File: config.mk
export PLATFORM = sky130hd
export DESIGN_NAME = five_stage_pipelined_core_flat
export DESIGN_NICKNAME = d
export VERILOG_FILES = /design/src/fsp_pkg.sv /design/src/fsp_in_if.sv /design/src/fsp_out_if.sv /design/src/five_stage_pipelined_core.sv /design/src/flat_wrapper.sv
export SDC_FILE = /design/constraint.sdc
export NUM_CORES = 2
export LEC_CHECK = 0
export ABC_CLOCK_PERIOD_IN_PS = 19100
export BUFFER_PORTS_ARGS = -buffer_cell sky130_fd_sc_hd__buf_4
export CORE_ASPECT_RATIO = 1.75
export CORE_MARGIN = 5
export CORE_UTILIZATION = 48
export DETAILED_ROUTE_END_ITERATION = 12
export PLACE_DENSITY = 0.62
export SETUP_SLACK_MARGIN = 0.1
export SLEW_MARGIN = 20
export SYNTH_ARGS = -nofsm -noshare
export SYNTH_HDL_FRONTEND = slang
export SYNTH_SLANG_ARGS = --single-unit
File: constraint.sdc
create_clock -name clk -period 19.1 [get_ports clk]
set_input_delay 3.82 -clock clk [delete_from_list [all_inputs] [get_ports clk]]
set_output_delay 3.82 -clock clk [all_outputs]
set_load 0.02 [all_outputs]
File: src/fsp_pkg.sv
package fsp_pkg;

	localparam logic [31:0] TEXT_RESET = 32'h0040_0000;

	localparam logic REG_TEXT_START = 1'b0;
	localparam logic REG_TEXT_END   = 1'b1;

	localparam logic [5:0] OP_SPECIAL = 6'h00;
	localparam logic [5:0] OP_J       = 6'h02;
	localparam logic [5:0] OP_JAL     = 6'h03;
	localparam logic [5:0] OP_BEQ     = 6'h04;
	localparam logic [5:0] OP_BNE     = 6'h05;
	localparam logic [5:0] OP_ADDIU   = 6'h09;
	localparam logic [5:0] OP_SLTIU   = 6'h0B;
	localparam logic [5:0] OP_ANDI    = 6'h0C;
	localparam logic [5:0] OP_ORI     = 6'h0D;
	localparam logic [5:0] OP_LUI     = 6'h0F;
	localparam logic [5:0] OP_LW      = 6'h23;
	localparam logic [5:0] OP_SW      = 6'h2B;

	localparam logic [5:0] FN_SLL  = 6'h00;
	localparam logic [5:0] FN_SRL  = 6'h02;
	localparam logic [5:0] FN_JR   = 6'h08;
	localparam logic [5:0] FN_ADDU = 6'h21;
	localparam logic [5:0] FN_SUBU = 6'h23;
	localparam logic [5:0] FN_AND  = 6'h24;
	localparam logic [5:0] FN_OR   = 6'h25;
	localparam logic [5:0] FN_NOR  = 6'h27;
	localparam logic [5:0] FN_SLTU = 6'h2B;

	localparam logic [4:0] REG_LINK = 5'd31;

	typedef enum logic [3:0] {
		K_ADD, K_R, K_EQ, K_NE, K_LUI, K_ORI, K_SLTIU, K_ANDI, K_LINK
	} kind_t;

	typedef struct packed {
		logic [31:0] word;
		logic [31:0] next_pc;
		logic        valid;
	} fd_t;

	typedef struct packed {
		logic [31:0] rs_val;
		logic [31:0] rt_val;
		logic [31:0] imm;
		logic [31:0] next_pc;
		logic [4:0]  rs;
		logic [4:0]  rt;
		logic [4:0]  dest;
		kind_t       kind;
		logic        valid;
		logic        reg_write;
		logic        mem_read;
		logic        store_op;
		logic        mem_to_reg;
		logic        alu_imm;
		logic        branch;
	} de_t;

	typedef struct packed {
		logic [31:0] result;
		logic [31:0] store_val;
		logic [4:0]  dest;
		logic        valid;
		logic        reg_write;
		logic        mem_read;
		logic        store_op;
		logic        mem_to_reg;
		logic        taken;
	} em_t;

	typedef struct packed {
		logic [31:0] alu;
		logic [31:0] mem;
		logic [4:0]  dest;
		logic        valid;
		logic        reg_write;
		logic        mem_to_reg;
	} mw_t;

endpackage

File: src/fsp_in_if.sv
interface fsp_in_if;
	logic        valid;
	logic        ready;
	logic [31:0] instr_word;
	logic [31:0] load_word;

	modport source (output valid, output instr_word, output load_word, input ready);
	modport sink (input valid, input instr_word, input load_word, output ready);
endinterface

File: src/fsp_out_if.sv
interface fsp_out_if;
	logic        valid;
	logic        ready;
	logic [31:0] fetch_addr;
	logic [31:0] load_addr;
	logic        load_request;
	logic        store_enable;
	logic [31:0] store_addr;
	logic [31:0] store_data;
	logic        retired;
	logic        halted;

	modport source (output valid, output fetch_addr, output load_addr, output load_request,
		output store_enable, output store_addr, output store_data, output retired,
		output halted, input ready);
	modport sink (input valid, input fetch_addr, input load_addr, input load_request,
		input store_enable, input store_addr, input store_data, input retired,
		input halted, output ready);
endinterface

File: src/five_stage_pipelined_core.sv
// result: an item's result is registered and shown in the cycle after the item is accepted
// throughput: one item per cycle while the receiver takes results; each item is one tick of the five-stage pipeline
// the register file is read as the word enters the fetch latch, through registered ports, with write-first bypass
// arst_n clears the stage latches, pc to text_start reset value, register file valid bits
// and the result valid flag; no clearing pass is needed
module five_stage_pipelined_core (
	input  logic        clk,
	input  logic        arst_n,
	fsp_in_if.sink      in_ch,
	fsp_out_if.source   out_ch,
	input  logic        psel,
	input  logic        penable,
	input  logic        pwrite,
	input  logic [2:0]  paddr,
	input  logic [31:0] pwdata,
	output logic [31:0] prdata,
	output logic        pready
);

	logic [31:0] text_start_q, text_end_q, pc_q;
	fsp_pkg::fd_t fd_q;
	fsp_pkg::de_t de_q;
	fsp_pkg::em_t em_q;
	fsp_pkg::mw_t mw_q;
	logic jp_q;

	logic [31:0] rf_q [32];
	logic [31:0] vld_q;
	logic [31:0] rs_mem_q, rt_mem_q;
	logic        rs_ok_q, rt_ok_q;

	logic        ovld_q;
	logic [31:0] fetch_addr_q, load_addr_q, store_addr_q, store_data_q;
	logic        load_request_q, store_enable_q, retired_q, halted_q;

	logic accept, cfg_wr;

	fsp_pkg::fd_t nfd;
	fsp_pkg::de_t nde;
	fsp_pkg::em_t nem;
	fsp_pkg::mw_t nmw;
	logic        jp_d, hazard, jumped, squash, fetch_ok, wen, st_en;
	logic [31:0] wb_val, st_data, jump_to, br_to, pc_d;
	logic [4:0]  rd_rs, rd_rt;

	function automatic logic [31:0] pick(input logic [4:0] r, input logic [31:0] held,
		input fsp_pkg::em_t b, input fsp_pkg::mw_t a, input logic [31:0] a_val);
		if (r != 5'd0 && b.reg_write && !b.mem_to_reg && b.dest == r) return b.result;
		if (r != 5'd0 && a.reg_write && a.dest == r) return a_val;
		return held;
	endfunction

	function automatic logic [31:0] rtype(input logic [5:0] fn, input logic [4:0] sh,
		input logic [31:0] a, input logic [31:0] b);
		case (fn)
			fsp_pkg::FN_SLL:  return b << sh;
			fsp_pkg::FN_SRL:  return b >> sh;
			fsp_pkg::FN_ADDU: return a + b;
			fsp_pkg::FN_SUBU: return a - b;
			fsp_pkg::FN_AND:  return a & b;
			fsp_pkg::FN_OR:   return a | b;
			fsp_pkg::FN_NOR:  return ~(a | b);
			fsp_pkg::FN_SLTU: return {31'd0, a < b};
			default:          return 32'd0;
		endcase
	endfunction

	function automatic logic rtype_known(input logic [5:0] fn);
		case (fn)
			fsp_pkg::FN_SLL, fsp_pkg::FN_SRL, fsp_pkg::FN_ADDU, fsp_pkg::FN_SUBU,
			fsp_pkg::FN_AND, fsp_pkg::FN_OR, fsp_pkg::FN_NOR, fsp_pkg::FN_SLTU: return 1'b1;
			default: return 1'b0;
		endcase
	endfunction

	assign in_ch.ready = !ovld_q || out_ch.ready;
	assign accept = in_ch.valid && in_ch.ready;
	assign pready = 1'b1;
	assign cfg_wr = psel && penable && pwrite;
	assign prdata = (paddr[2] == fsp_pkg::REG_TEXT_END) ? text_end_q : text_start_q;

	always_comb begin
		logic [31:0] a, bv, b, r, w, mval, rsv, rtv;
		logic        cond, uses_rt;
		logic [4:0]  rs, rt, rd;
		logic [5:0]  op, fn;
		a = '0; bv = '0; b = '0; r = '0; w = '0; mval = '0; rsv = '0; rtv = '0;
		cond = 1'b0; uses_rt = 1'b0; rs = '0; rt = '0; rd = '0; op = '0; fn = '0;
		hazard = 1'b0; jumped = 1'b0; jump_to = '0; br_to = '0;
		squash = em_q.taken;

		// writeback
		wb_val = mw_q.mem_to_reg ? mw_q.mem : mw_q.alu;
		wen = mw_q.reg_write && mw_q.dest != 5'd0;

		// memory
		st_en = em_q.store_op;
		st_data = '0;
		if (st_en)
			st_data = (mw_q.mem_to_reg && wen && mw_q.dest == em_q.dest) ? wb_val : em_q.store_val;
		nmw.valid = em_q.valid;
		nmw.alu = em_q.result;
		nmw.mem = em_q.mem_read ? in_ch.load_word : 32'd0;
		nmw.dest = em_q.dest;
		nmw.reg_write = em_q.reg_write;
		nmw.mem_to_reg = em_q.mem_to_reg;

		// execute
		nem = '0;
		if (!squash && de_q.valid) begin
			a = pick(de_q.rs, de_q.rs_val, em_q, mw_q, wb_val);
			bv = pick(de_q.rt, de_q.rt_val, em_q, mw_q, wb_val);
			b = de_q.alu_imm ? de_q.imm : bv;
			case (de_q.kind)
				fsp_pkg::K_R:     r = rtype(de_q.imm[5:0], de_q.imm[10:6], a, b);
				fsp_pkg::K_EQ:    cond = (a == b);
				fsp_pkg::K_NE:    begin r = a - b; cond = (a != b); end
				fsp_pkg::K_LUI:   r = {b[15:0], 16'd0};
				fsp_pkg::K_ORI:   r = a | {16'd0, b[15:0]};
				fsp_pkg::K_SLTIU: r = {31'd0, a < b};
				fsp_pkg::K_ANDI:  r = a & {16'd0, b[15:0]};
				fsp_pkg::K_LINK:  r = de_q.next_pc;
				default:          r = a + b;
			endcase
			br_to = de_q.next_pc + {de_q.imm[29:0], 2'b00};
			nem.valid = 1'b1;
			nem.result = r;
			nem.store_val = bv;
			nem.dest = de_q.dest;
			nem.reg_write = de_q.reg_write;
			nem.mem_read = de_q.mem_read;
			nem.store_op = de_q.store_op;
			nem.mem_to_reg = de_q.mem_to_reg;
			nem.taken = de_q.branch && cond;
		end

		// decode
		nde = '0;
		jp_d = 1'b0;
		if (!(jp_q || squash) && fd_q.valid) begin
			w = fd_q.word;
			rs = w[25:21]; rt = w[20:16]; rd = w[15:11];
			op = w[31:26]; fn = w[5:0];
			uses_rt = (op == fsp_pkg::OP_SPECIAL && fn != fsp_pkg::FN_JR) ||
				op == fsp_pkg::OP_BEQ || op == fsp_pkg::OP_BNE;
			hazard = de_q.mem_read && (de_q.rt == rs || (uses_rt && de_q.rt == rt));
			if (!hazard) begin
				// this tick's writeback lands before the read
				rsv = (wen && mw_q.dest == rs) ? wb_val : (rs_ok_q ? rs_mem_q : 32'd0);
				rtv = (wen && mw_q.dest == rt) ? wb_val : (rt_ok_q ? rt_mem_q : 32'd0);
				nde.rs_val = rsv;
				nde.rt_val = rtv;
				nde.imm = {{16{w[15]}}, w[15:0]};
				nde.next_pc = fd_q.next_pc;
				nde.valid = 1'b1;
				nde.rs = rs; nde.rt = rt; nde.dest = rt; nde.kind = fsp_pkg::K_ADD;
				case (op)
					fsp_pkg::OP_LW: begin
						nde.mem_read = 1'b1; nde.alu_imm = 1'b1;
						nde.reg_write = 1'b1; nde.mem_to_reg = 1'b1;
					end
					fsp_pkg::OP_SW: begin nde.store_op = 1'b1; nde.alu_imm = 1'b1; end
					fsp_pkg::OP_SPECIAL: begin
						if (fn == fsp_pkg::FN_JR) begin
							mval = nmw.mem_to_reg ? nmw.mem : nmw.alu;
							jump_to = pick(rs, rsv, nem, nmw, mval);
							jumped = 1'b1;
						end else if (rtype_known(fn)) begin
							nde.kind = fsp_pkg::K_R; nde.dest = rd; nde.reg_write = 1'b1;
						end
					end
					fsp_pkg::OP_BEQ: begin nde.branch = 1'b1; nde.kind = fsp_pkg::K_EQ; end
					fsp_pkg::OP_BNE: begin nde.branch = 1'b1; nde.kind = fsp_pkg::K_NE; end
					fsp_pkg::OP_J: begin
						jump_to = {fd_q.next_pc[31:28], w[25:0], 2'b00};
						jumped = 1'b1;
					end
					fsp_pkg::OP_JAL: begin
						jump_to = {fd_q.next_pc[31:28], w[25:0], 2'b00};
						jumped = 1'b1;
						nde.kind = fsp_pkg::K_LINK; nde.dest = fsp_pkg::REG_LINK;
						nde.reg_write = 1'b1;
					end
					fsp_pkg::OP_ADDIU: begin nde.reg_write = 1'b1; nde.alu_imm = 1'b1; end
					fsp_pkg::OP_LUI: begin
						nde.reg_write = 1'b1; nde.alu_imm = 1'b1; nde.kind = fsp_pkg::K_LUI;
					end
					fsp_pkg::OP_ORI: begin
						nde.reg_write = 1'b1; nde.alu_imm = 1'b1; nde.kind = fsp_pkg::K_ORI;
					end
					fsp_pkg::OP_SLTIU: begin
						nde.reg_write = 1'b1; nde.alu_imm = 1'b1; nde.kind = fsp_pkg::K_SLTIU;
					end
					fsp_pkg::OP_ANDI: begin
						nde.reg_write = 1'b1; nde.alu_imm = 1'b1; nde.kind = fsp_pkg::K_ANDI;
					end
					default: ;
				endcase
				jp_d = jumped;
			end
		end

		// fetch
		fetch_ok = pc_q >= text_start_q && pc_q < text_end_q;
		pc_d = pc_q;
		nfd = '0;
		if (hazard) begin
			nfd = fd_q;
		end else if (!squash) begin
			if (fetch_ok) begin
				nfd.word = in_ch.instr_word;
				nfd.next_pc = pc_q + 32'd4;
				nfd.valid = 1'b1;
			end
			if (nem.taken) pc_d = br_to;
			else if (jumped) pc_d = jump_to;
			else if (fetch_ok) pc_d = pc_q + 32'd4;
		end

		rd_rs = nfd.word[25:21];
		rd_rt = nfd.word[20:16];
	end

	always_ff @(posedge clk or negedge arst_n) begin
		if (!arst_n) begin
			text_start_q <= fsp_pkg::TEXT_RESET;
			text_end_q <= fsp_pkg::TEXT_RESET;
			pc_q <= fsp_pkg::TEXT_RESET;
			fd_q <= '0;
			de_q <= '0;
			em_q <= '0;
			mw_q <= '0;
			jp_q <= 1'b0;
			vld_q <= '0;
			rs_ok_q <= 1'b0;
			rt_ok_q <= 1'b0;
			ovld_q <= 1'b0;
		end else begin
			if (cfg_wr) begin
				if (paddr[2] == fsp_pkg::REG_TEXT_START) begin
					text_start_q <= pwdata;
				end else begin
					text_end_q <= pwdata;
				end
			end
			// writing text_start also loads the pc
			if (cfg_wr && paddr[2] == fsp_pkg::REG_TEXT_START) begin
				pc_q <= pwdata;
			end else if (accept) begin
				pc_q <= pc_d;
			end
			if (accept) begin
				fd_q <= nfd;
				de_q <= nde;
				em_q <= nem;
				mw_q <= nmw;
				jp_q <= jp_d;
				if (wen) vld_q[mw_q.dest] <= 1'b1;
				rs_ok_q <= vld_q[rd_rs] || (wen && mw_q.dest == rd_rs);
				rt_ok_q <= vld_q[rd_rt] || (wen && mw_q.dest == rd_rt);
				ovld_q <= 1'b1;
			end else if (out_ch.ready) begin
				ovld_q <= 1'b0;
			end
		end
	end

	// register file: one write port, two registered read ports, write-first
	always_ff @(posedge clk) begin
		if (accept) begin
			if (wen) rf_q[mw_q.dest] <= wb_val;
			rs_mem_q <= (wen && mw_q.dest == rd_rs) ? wb_val : rf_q[rd_rs];
			rt_mem_q <= (wen && mw_q.dest == rd_rt) ? wb_val : rf_q[rd_rt];
		end
	end

	always_ff @(posedge clk) begin
		if (accept) begin
			fetch_addr_q <= pc_d;
			load_addr_q <= nem.mem_read ? nem.result : 32'd0;
			load_request_q <= nem.mem_read;
			store_enable_q <= st_en;
			store_addr_q <= st_en ? em_q.result : 32'd0;
			store_data_q <= st_data;
			retired_q <= mw_q.valid;
			halted_q <= !(nfd.valid || nde.valid || nem.valid || nmw.valid);
		end
	end

	assign out_ch.valid = ovld_q;
	assign out_ch.fetch_addr = fetch_addr_q;
	assign out_ch.load_addr = load_addr_q;
	assign out_ch.load_request = load_request_q;
	assign out_ch.store_enable = store_enable_q;
	assign out_ch.store_addr = store_addr_q;
	assign out_ch.store_data = store_data_q;
	assign out_ch.retired = retired_q;
	assign out_ch.halted = halted_q;

	a_accept_shows: assert property (@(posedge clk) disable iff (!arst_n)
		accept |=> out_ch.valid)
		else $error("accepted item gave no result");

	a_zero_reg: assert property (@(posedge clk) disable iff (!arst_n)
		!vld_q[0])
		else $error("register zero was written");

	a_halt_no_load: assert property (@(posedge clk) disable iff (!arst_n)
		(out_ch.valid && out_ch.halted) |-> !out_ch.load_request)
		else $error("load requested while halted");

	a_hazard_holds_pc: assert property (@(posedge clk) disable iff (!arst_n)
		(accept && hazard && !cfg_wr) |=> pc_q == $past(pc_q))
		else $error("pc moved during load-use stall");

endmodule

File: src/flat_wrapper.sv
// flat-port wrapper written by rule: the top's interface ports become plain ports
module five_stage_pipelined_core_flat 
  (clk, arst_n, psel, penable, pwrite, paddr, pwdata, prdata, pready, in_ch_valid, in_ch_instr_word, in_ch_load_word, in_ch_ready, out_ch_valid, out_ch_fetch_addr, out_ch_load_addr, out_ch_load_request, out_ch_store_enable, out_ch_store_addr, out_ch_store_data, out_ch_retired, out_ch_halted, out_ch_ready);
  fsp_in_if in_ch_i ();
  fsp_out_if out_ch_i ();
  input  logic clk;
  input  logic arst_n;
  input  logic psel;
  input  logic penable;
  input  logic pwrite;
  input  logic [2:0] paddr;
  input  logic [31:0] pwdata;
  output logic [31:0] prdata;
  output logic pready;
  input wire logic [$bits(in_ch_i.valid)-1:0] in_ch_valid;
  input wire logic [$bits(in_ch_i.instr_word)-1:0] in_ch_instr_word;
  input wire logic [$bits(in_ch_i.load_word)-1:0] in_ch_load_word;
  output wire logic [$bits(in_ch_i.ready)-1:0] in_ch_ready;
  output wire logic [$bits(out_ch_i.valid)-1:0] out_ch_valid;
  output wire logic [$bits(out_ch_i.fetch_addr)-1:0] out_ch_fetch_addr;
  output wire logic [$bits(out_ch_i.load_addr)-1:0] out_ch_load_addr;
  output wire logic [$bits(out_ch_i.load_request)-1:0] out_ch_load_request;
  output wire logic [$bits(out_ch_i.store_enable)-1:0] out_ch_store_enable;
  output wire logic [$bits(out_ch_i.store_addr)-1:0] out_ch_store_addr;
  output wire logic [$bits(out_ch_i.store_data)-1:0] out_ch_store_data;
  output wire logic [$bits(out_ch_i.retired)-1:0] out_ch_retired;
  output wire logic [$bits(out_ch_i.halted)-1:0] out_ch_halted;
  input wire logic [$bits(out_ch_i.ready)-1:0] out_ch_ready;
  assign in_ch_i.valid = in_ch_valid;
  assign in_ch_i.instr_word = in_ch_instr_word;
  assign in_ch_i.load_word = in_ch_load_word;
  assign in_ch_ready = in_ch_i.ready;
  assign out_ch_valid = out_ch_i.valid;
  assign out_ch_fetch_addr = out_ch_i.fetch_addr;
  assign out_ch_load_addr = out_ch_i.load_addr;
  assign out_ch_load_request = out_ch_i.load_request;
  assign out_ch_store_enable = out_ch_i.store_enable;
  assign out_ch_store_addr = out_ch_i.store_addr;
  assign out_ch_store_data = out_ch_i.store_data;
  assign out_ch_retired = out_ch_i.retired;
  assign out_ch_halted = out_ch_i.halted;
  assign out_ch_i.ready = out_ch_ready;
  five_stage_pipelined_core u_core (.clk(clk), .arst_n(arst_n), .in_ch(in_ch_i), .out_ch(out_ch_i), .psel(psel), .penable(penable), .pwrite(pwrite), .paddr(paddr), .pwdata(pwdata), .prdata(prdata), .pready(pready));
endmodule
== Yosys cells after proc, flatten, opt, wreduce, memory -nomap -nowiden ==
Memory sizes are Yosys's and may differ from the RTL's. A register that Yosys moved wholly into a read port is not among the register bits.
Index checks and enable logic that the tools add are counted.
Cells by class
  multiplexer cells: 99
  $add $sub $neg: 4
  bitwise operators: 8
  shifts and indexed selects: 2
  equal/unequal tests: 50
  reductions and logical operators: 68
  $lt $le $gt $ge: 7
Operator list (count)
  $mux W32: 35
  $pmux W32 S8: 2
  $mux W154: 2
  $mux W65: 2
  $eq A6 B6 Y1 const B: 14
  $mux W75: 1
  $eq A5 B5 Y1: 13
  $add A32 B32 Y32: 2
  $lt A32 B32 Y1: 2
  $or A32 B32 Y32: 2
  $pmux W32 S2: 1
  $mux W59: 1
  $mux W1: 45
  $eq A6 B4 Y1 const B: 6
  $logic_and A1 B1 Y1: 34
  $add A32 B3 Y32 const B: 1
  $and A32 B16 Y32: 1
  $and A32 B32 Y32: 1
  $eq A32 B32 Y1: 1
  $ge A32 B32 Y1: 1
  $ne A32 B32 Y1: 1
  $not A32 Y32: 1
  $or A32 B16 Y32: 1
  $pmux W4 S8: 1
  other kinds (27): 67
Storage, ports and cells
  word-level logic and storage cells: 289
  bits of input ports: 106
  flip-flop bits (word level): 630
  RAM bits: 1024
  memories: 1
  output and inout bits: 167
Memories
  u_core.rf_q: depth 32, width 32, read ports 2, clocked after memory_dff 2, wr ports 1, line five_stage_pipelined_core.sv:27  | logic [31:0] rf_q [32];

== Longest topological paths before layout ==
  depth after elaboration: 42
  mapped depth: 27
  mapped depth without buffers: 23

== Worst setup path after synthesis ==
OpenSTA, ideal clock, no wires.
  path type: in2reg
  start: input out_ch_ready
  end: register u_core.fetch_addr_q[0] (netlist: u_core.out_ch.fetch_addr[0]), enable pin
  path buffers: 4
  data required time: 18463 ps
  stages on the path: 7
  arrival time: 10668 ps
  setup slack: 7794 ps
  cell sequence: nand2b_1 -> nand2_1 -> inv_1 -> clkbuf_1 -> clkbuf_1 -> buf_1 -> clkbuf_1
On the way
  longest elaborated chain between the ends: 2
Ends and longest elaborated chain
  start, declared: line flat_wrapper.sv:28  | input wire logic [$bits(out_ch_i.ready)-1:0] out_ch_ready;
  $logic_or A1 B1 Y1: line five_stage_pipelined_core.sv:76  | assign in_ch.ready = !ovld_q || out_ch.ready;
  $logic_and A1 B1 Y1: line five_stage_pipelined_core.sv:77  | assign accept = in_ch.valid && in_ch.ready;
  via u_core.accept: line five_stage_pipelined_core.sv:36  | logic accept, cfg_wr;
  end signal, assigned: line five_stage_pipelined_core.sv:279  | fetch_addr_q <= pc_d;
  end, declared: line five_stage_pipelined_core.sv:33  | logic [31:0] fetch_addr_q, load_addr_q, store_addr_q, store_data_q;
The timed path passes the listed nets, and every way through them passes these cells.
A chain may end at the register's enable or synchronous reset.

== Worst setup path in the final report ==
  start: register u_core.mw_q[0] in the netlist's numbering
  end: register u_core.pc_q[3]
On the way
  elaborated cells on any way between the ends: 42
  those cells by class: add/sub (2); eq/ne (2); shift (2); mux (30); bitwise (5); reduce/logical (1)
RTL lines
  start, declared: line five_stage_pipelined_core.sv:24  | fsp_pkg::mw_t mw_q;
  start signal, assigned: line five_stage_pipelined_core.sv:256  | mw_q <= nmw;
  $mux W32 *: line five_stage_pipelined_core.sv:93  | wb_val = mw_q.mem_to_reg ? mw_q.mem : mw_q.alu;
  via u_core.wb_val[31]: line five_stage_pipelined_core.sv:43  | logic [31:0] wb_val, st_data, jump_to, br_to, pc_d;
  $mux W32: line five_stage_pipelined_core.sv:49  | if (r != 5'd0 && a.reg_write && a.dest == r) return a_val;
  $mux W32: line five_stage_pipelined_core.sv:50  | return held;
  $mux W32: line five_stage_pipelined_core.sv:49
  $mux W32: line five_stage_pipelined_core.sv:110  | if (!squash && de_q.valid) begin
  $mux W32: line five_stage_pipelined_core.sv:113  | b = de_q.alu_imm ? de_q.imm : bv;
  $shr A32 B5 Y32 / $shl A32 B5 Y32 (equally long branches): line five_stage_pipelined_core.sv:57, five_stage_pipelined_core.sv:56
  [... 10 more ...]
  $mux W32: line five_stage_pipelined_core.sv:140  | if (!(jp_q || squash) && fd_q.valid) begin
  $mux W32: line five_stage_pipelined_core.sv:216  | else if (jumped) pc_d = jump_to;
  $mux W32 *: line five_stage_pipelined_core.sv:215  | if (nem.taken) pc_d = br_to;
  $mux W32 *: line five_stage_pipelined_core.sv:209  | end else if (!squash) begin
  $mux W32 *: line five_stage_pipelined_core.sv:207  | if (hazard) begin
  via u_core.pc_d[3]: line five_stage_pipelined_core.sv:43
  $mux W32 *: line five_stage_pipelined_core.sv:249  | end else if (accept) begin
  $mux W32 *: line five_stage_pipelined_core.sv:247  | if (cfg_wr && paddr[2] == fsp_pkg::REG_TEXT_START) begin
  end signal, assigned: line five_stage_pipelined_core.sv:228  | pc_q <= fsp_pkg::TEXT_RESET;
  end signal, assigned: line five_stage_pipelined_core.sv:248  | pc_q <= pwdata;
  end signal, assigned: line five_stage_pipelined_core.sv:250  | pc_q <= pc_d;
  end, declared: line five_stage_pipelined_core.sv:20  | logic [31:0] text_start_q, text_end_q, pc_q;
Mark *: on every way through the listed nets, which the timed path passes. The rest lies on a longest branch. The select of a mux whose other input is x is not followed.

==> reports/metrics.yaml <==
outcome:
  outcome: "finished clean"
synthesis:
  syn_avg_cell_area_um2: 9.28
  ys_warn_count: 0
  synthArstFlopShare_pct: 28.2
  synth_cell_types: 114
  synth.ff_latch_count: 1700
  synth_edf_count: 1220
  yosysSeqAreaShare_pct: 50.4
  syn-cell-area_um2: 96500
  ys.flop_type: "edfxtp_1"
  synth_cells: 10400
global_route:
  grtUsageTotal_pct: 44.0
  grt_max_degree: 208
  grt_pass1_wl_um: 658000
  antenna_found_initial: 37
  grt_pass1_vias: 86200
  overflow: 0
sta:
  fin_setup_tns_ns: 0
  setup_slack_ns: 9.28
  drv_slew: 0
  hold_viol: 0
  rsz0062_at_grt: "no"
  worst_pin_slew_ns: 1.33
  slew_headroom_pct: 10.7
  clock.fmax_ghz: 0.102
  fin_crit_ns: 9.82
  setup_viol: 0
  whs_ns: 0.405
  fin_skew_ns: 0.0697
  min_period_over_period_pct: 51.4
drt:
  drc: 0
  drt-total-wl_um: 478000
  wl_per_cell_um: 36.4
  first_pass_iters: 7
  ant_nets: 0
  drt_iter0_drc: 11500
  dr_total_vias: 89700
  vias_per_cell: 6.82
cts:
  clock_latency_ns: 0.89
  tritoncts_num_sinks: 1700
  cts_buffer_depth: 4
  cts_root_buf: "clkbuf_16"
  clkTransAtPathRegs_ns: 0.06
  htree_levels: 4
  postCtsSetupBuffers: 0
  cts_inserted_buffers: 174
  cts_resized: 0
  tritoncts: "yes"
  hold_buffers: 0
critical_path:
  critPathKind: "flop to flop"
  worstPathArrival_ns: 10.57
  cp_data_required_time_ns: 19.85
  start_kind: "flop"
  crit_path_end_kind: "flop"
  cp_max_fo: 35
power:
  ir_drop_mv: 0.112
  cellPowerDensity_nw_per_um2: 152
  leakage_nw: 42.2
placement:
  dpl.hpwl_um: 323000
  place_ws_ns: 9.90
  gp_congestion: 1.06
  portBuffers: 269
floorplan:
  start_util_pct: 48.3
  core_area_um2: 200000
  dieArea_um2: 210000
  fp.dieW_um: 349
  rows: 217
  ioPinCount: 273
  die_h_um: 603
cells_and_area:
  drive_gt1_share_pct: 11.8
  nets: 10700
  fin_util_pct: 53.8
  area_growth_pct: 11.5
hold_path:
  holdCritPathClass: "flop to flop"
flow_run:
  drv_cap: 0
sequential cells by signal (all words and copies together), names as in the netlist, 32 cells and up:
register and count:
u_core.de_q 137, u_core.em_q 72, u_core.fd_q 65, u_core.mw_q 72, u_core.out_ch.fetch_addr 32, u_core.out_ch.load_addr 32
u_core.out_ch.store_addr 32, u_core.out_ch.store_data 32, u_core.pc_q 32, u_core.rf_q 1024, u_core.rs_mem_q 32, u_core.rt_mem_q 32
u_core.text_end_q 32, u_core.text_start_q 32, u_core.vld_q 32
cell type report:
| class | instances | area, um2 |
|---|---|---|
| timing repair buffer | 587 | 4550 |
| sequential | 1700 | 48700 |
| clock inverter | 88 | 806 |
| inverter | 241 | 917 |
| multi-input combinational | 7661 | 44600 |
| tap | 2628 | 3290 |
| clock buffer | 221 | 4680 |
| fill | 17800 | 92300 |
| antenna | 31 | 77.6 |
layout by cell type, fill, tap and decap left out, types with 174 or more instances in the layout:
| cell | Yosys | layout |
|---|---|---|
| mux2i_1 | 271 | 270 |
| dfrtp_1 | 477 | 472 |
| nor2_1 | 386 | 348 |
| buf_4 | 6 | 574 |
| ha_1 | 190 | 190 |
| nand2_1 | 2570 | 2560 |
| nand3_1 | 1242 | 1241 |
| inv_1 | 222 | 211 |
| edfxtp_1 | 1220 | 1220 |
| o21ai_0 | 456 | 442 |
| a21oi_1 | 361 | 358 |
| clkbuf_16 | 0 | 174 |
stage by stage:
step	cell area [um2]	total power, mW	std cells
after floorplan	96600	9.14	10400
after global routing	108000	16.7	13100
final	108000	16.3	13200
after detailed placement	102000	12.6	12800
after global placement	102000	12.5	12800
after CTS	107000	15.9	13100
cell families (layout without fill, tap and decap cells):
| kind of cell | Yosys count | after routing | synth area share, % |
|---|---|---|---|
| AND/OR/NAND/NOR | 4863 | 4863 | 22.2 |
| AO/OA/AOI/OAI | 2028 | 2028 | 14.4 |
| flip-flops | 1700 | 1700 | 50.4 |
| buffers and inverters | 1064 | 1137 | 4.28 |
| multiplexers | 370 | 370 | 4.57 |
| adder cells (fa/ha/maj) | 193 | 193 | 2.53 |
| XOR/XNOR | 174 | 174 | 1.58 |
| other | 2 | 64 | 0.00778 |
critical path, stage by stage (launching register included):
cell and delay [ns]:
dfrtp_2 0.69, buf_4 0.51, mux2i_1 0.60, clkinv_1 0.98, nor3_1 0.93, o311a_1 0.60, nor2_1 0.18, ha_1 0.47
or4_1 0.64, nor4_1 0.29, nand4_1 0.33, nor4_4 0.66, xor2_1 0.23, and4_1 0.51, buf_4 0.41, nor2_1 0.29
a21oi_1 0.27, o22ai_1 0.12, a31oi_1 0.59, mux2i_1 0.15, o21ai_0 0.20
report_power, final:
part           leakage, nW  internal [mW]  total [mW]  switching [mW]
clock network         2.69           1.91        3.44            1.53
logic                 21.7           2.23        7.89            5.66
registers             17.9           4.52        5.00           0.485
total                 42.2           8.66        16.3            7.67
path summary, 6_finish.rpt:
path | startpoint | to | slack, ns | depth (start not counted)
min in group asynchronous | arst_n | u_core.em_q[33] | 2.96 | 1
min | u_core.vld_q[0] | u_core.vld_q[0] | 0.40 | 0
min reg2reg | u_core.vld_q[0] | u_core.vld_q[0] | 0.40 | 0
max in group asynchronous | arst_n | u_core.fd_q[45] | 12.99 | 4
max | u_core.mw_q[0] | u_core.pc_q[3] | 9.28 | 20
max reg2reg | u_core.mw_q[0] | u_core.pc_q[3] | 9.28 | 20
Yosys cell counts, drive strengths merged (42+ instances only):
master	count	area share, %
nand2	2571	10
nand3	1246	6.5
edfxtp	1220	38
clkbuf	677	2.6
dfrtp	477	12
o21ai	473	2.5
nor2	389	1.5
a21oi	366	1.9
mux2i	271	2.8
inv	238	0.93
ha	190	2.5
buf	146	0.70
a31oi	143	0.93
o22ai	130	0.85
nor3	124	0.65
o31ai	120	0.98
xnor2	114	1.0
and3	112	0.73
a221oi	77	0.75
a21o	76	0.59
nand4	76	0.49
a22o	73	0.66
and2	70	0.46
o211ai	63	0.52
nor4	61	0.40
xor2	60	0.54
a211oi	55	0.43
or2	55	0.36
mux4	51	1.2
mux2	48	0.57
a311oi	44	0.41
o211a	44	0.46
nand2b	43	0.28
nor2b	42	0.27
per-layer routing:
layer	vias to the layer above	routed length [um]	global-route usage, %
met1	43900	152000	47.5
met5	-	169	0
met3	2085	46900	10.2
met4	24	60300	43.2
met2	6154	219000	69.8
li1	37600	-	-
(Power assumes the default switching activity.)
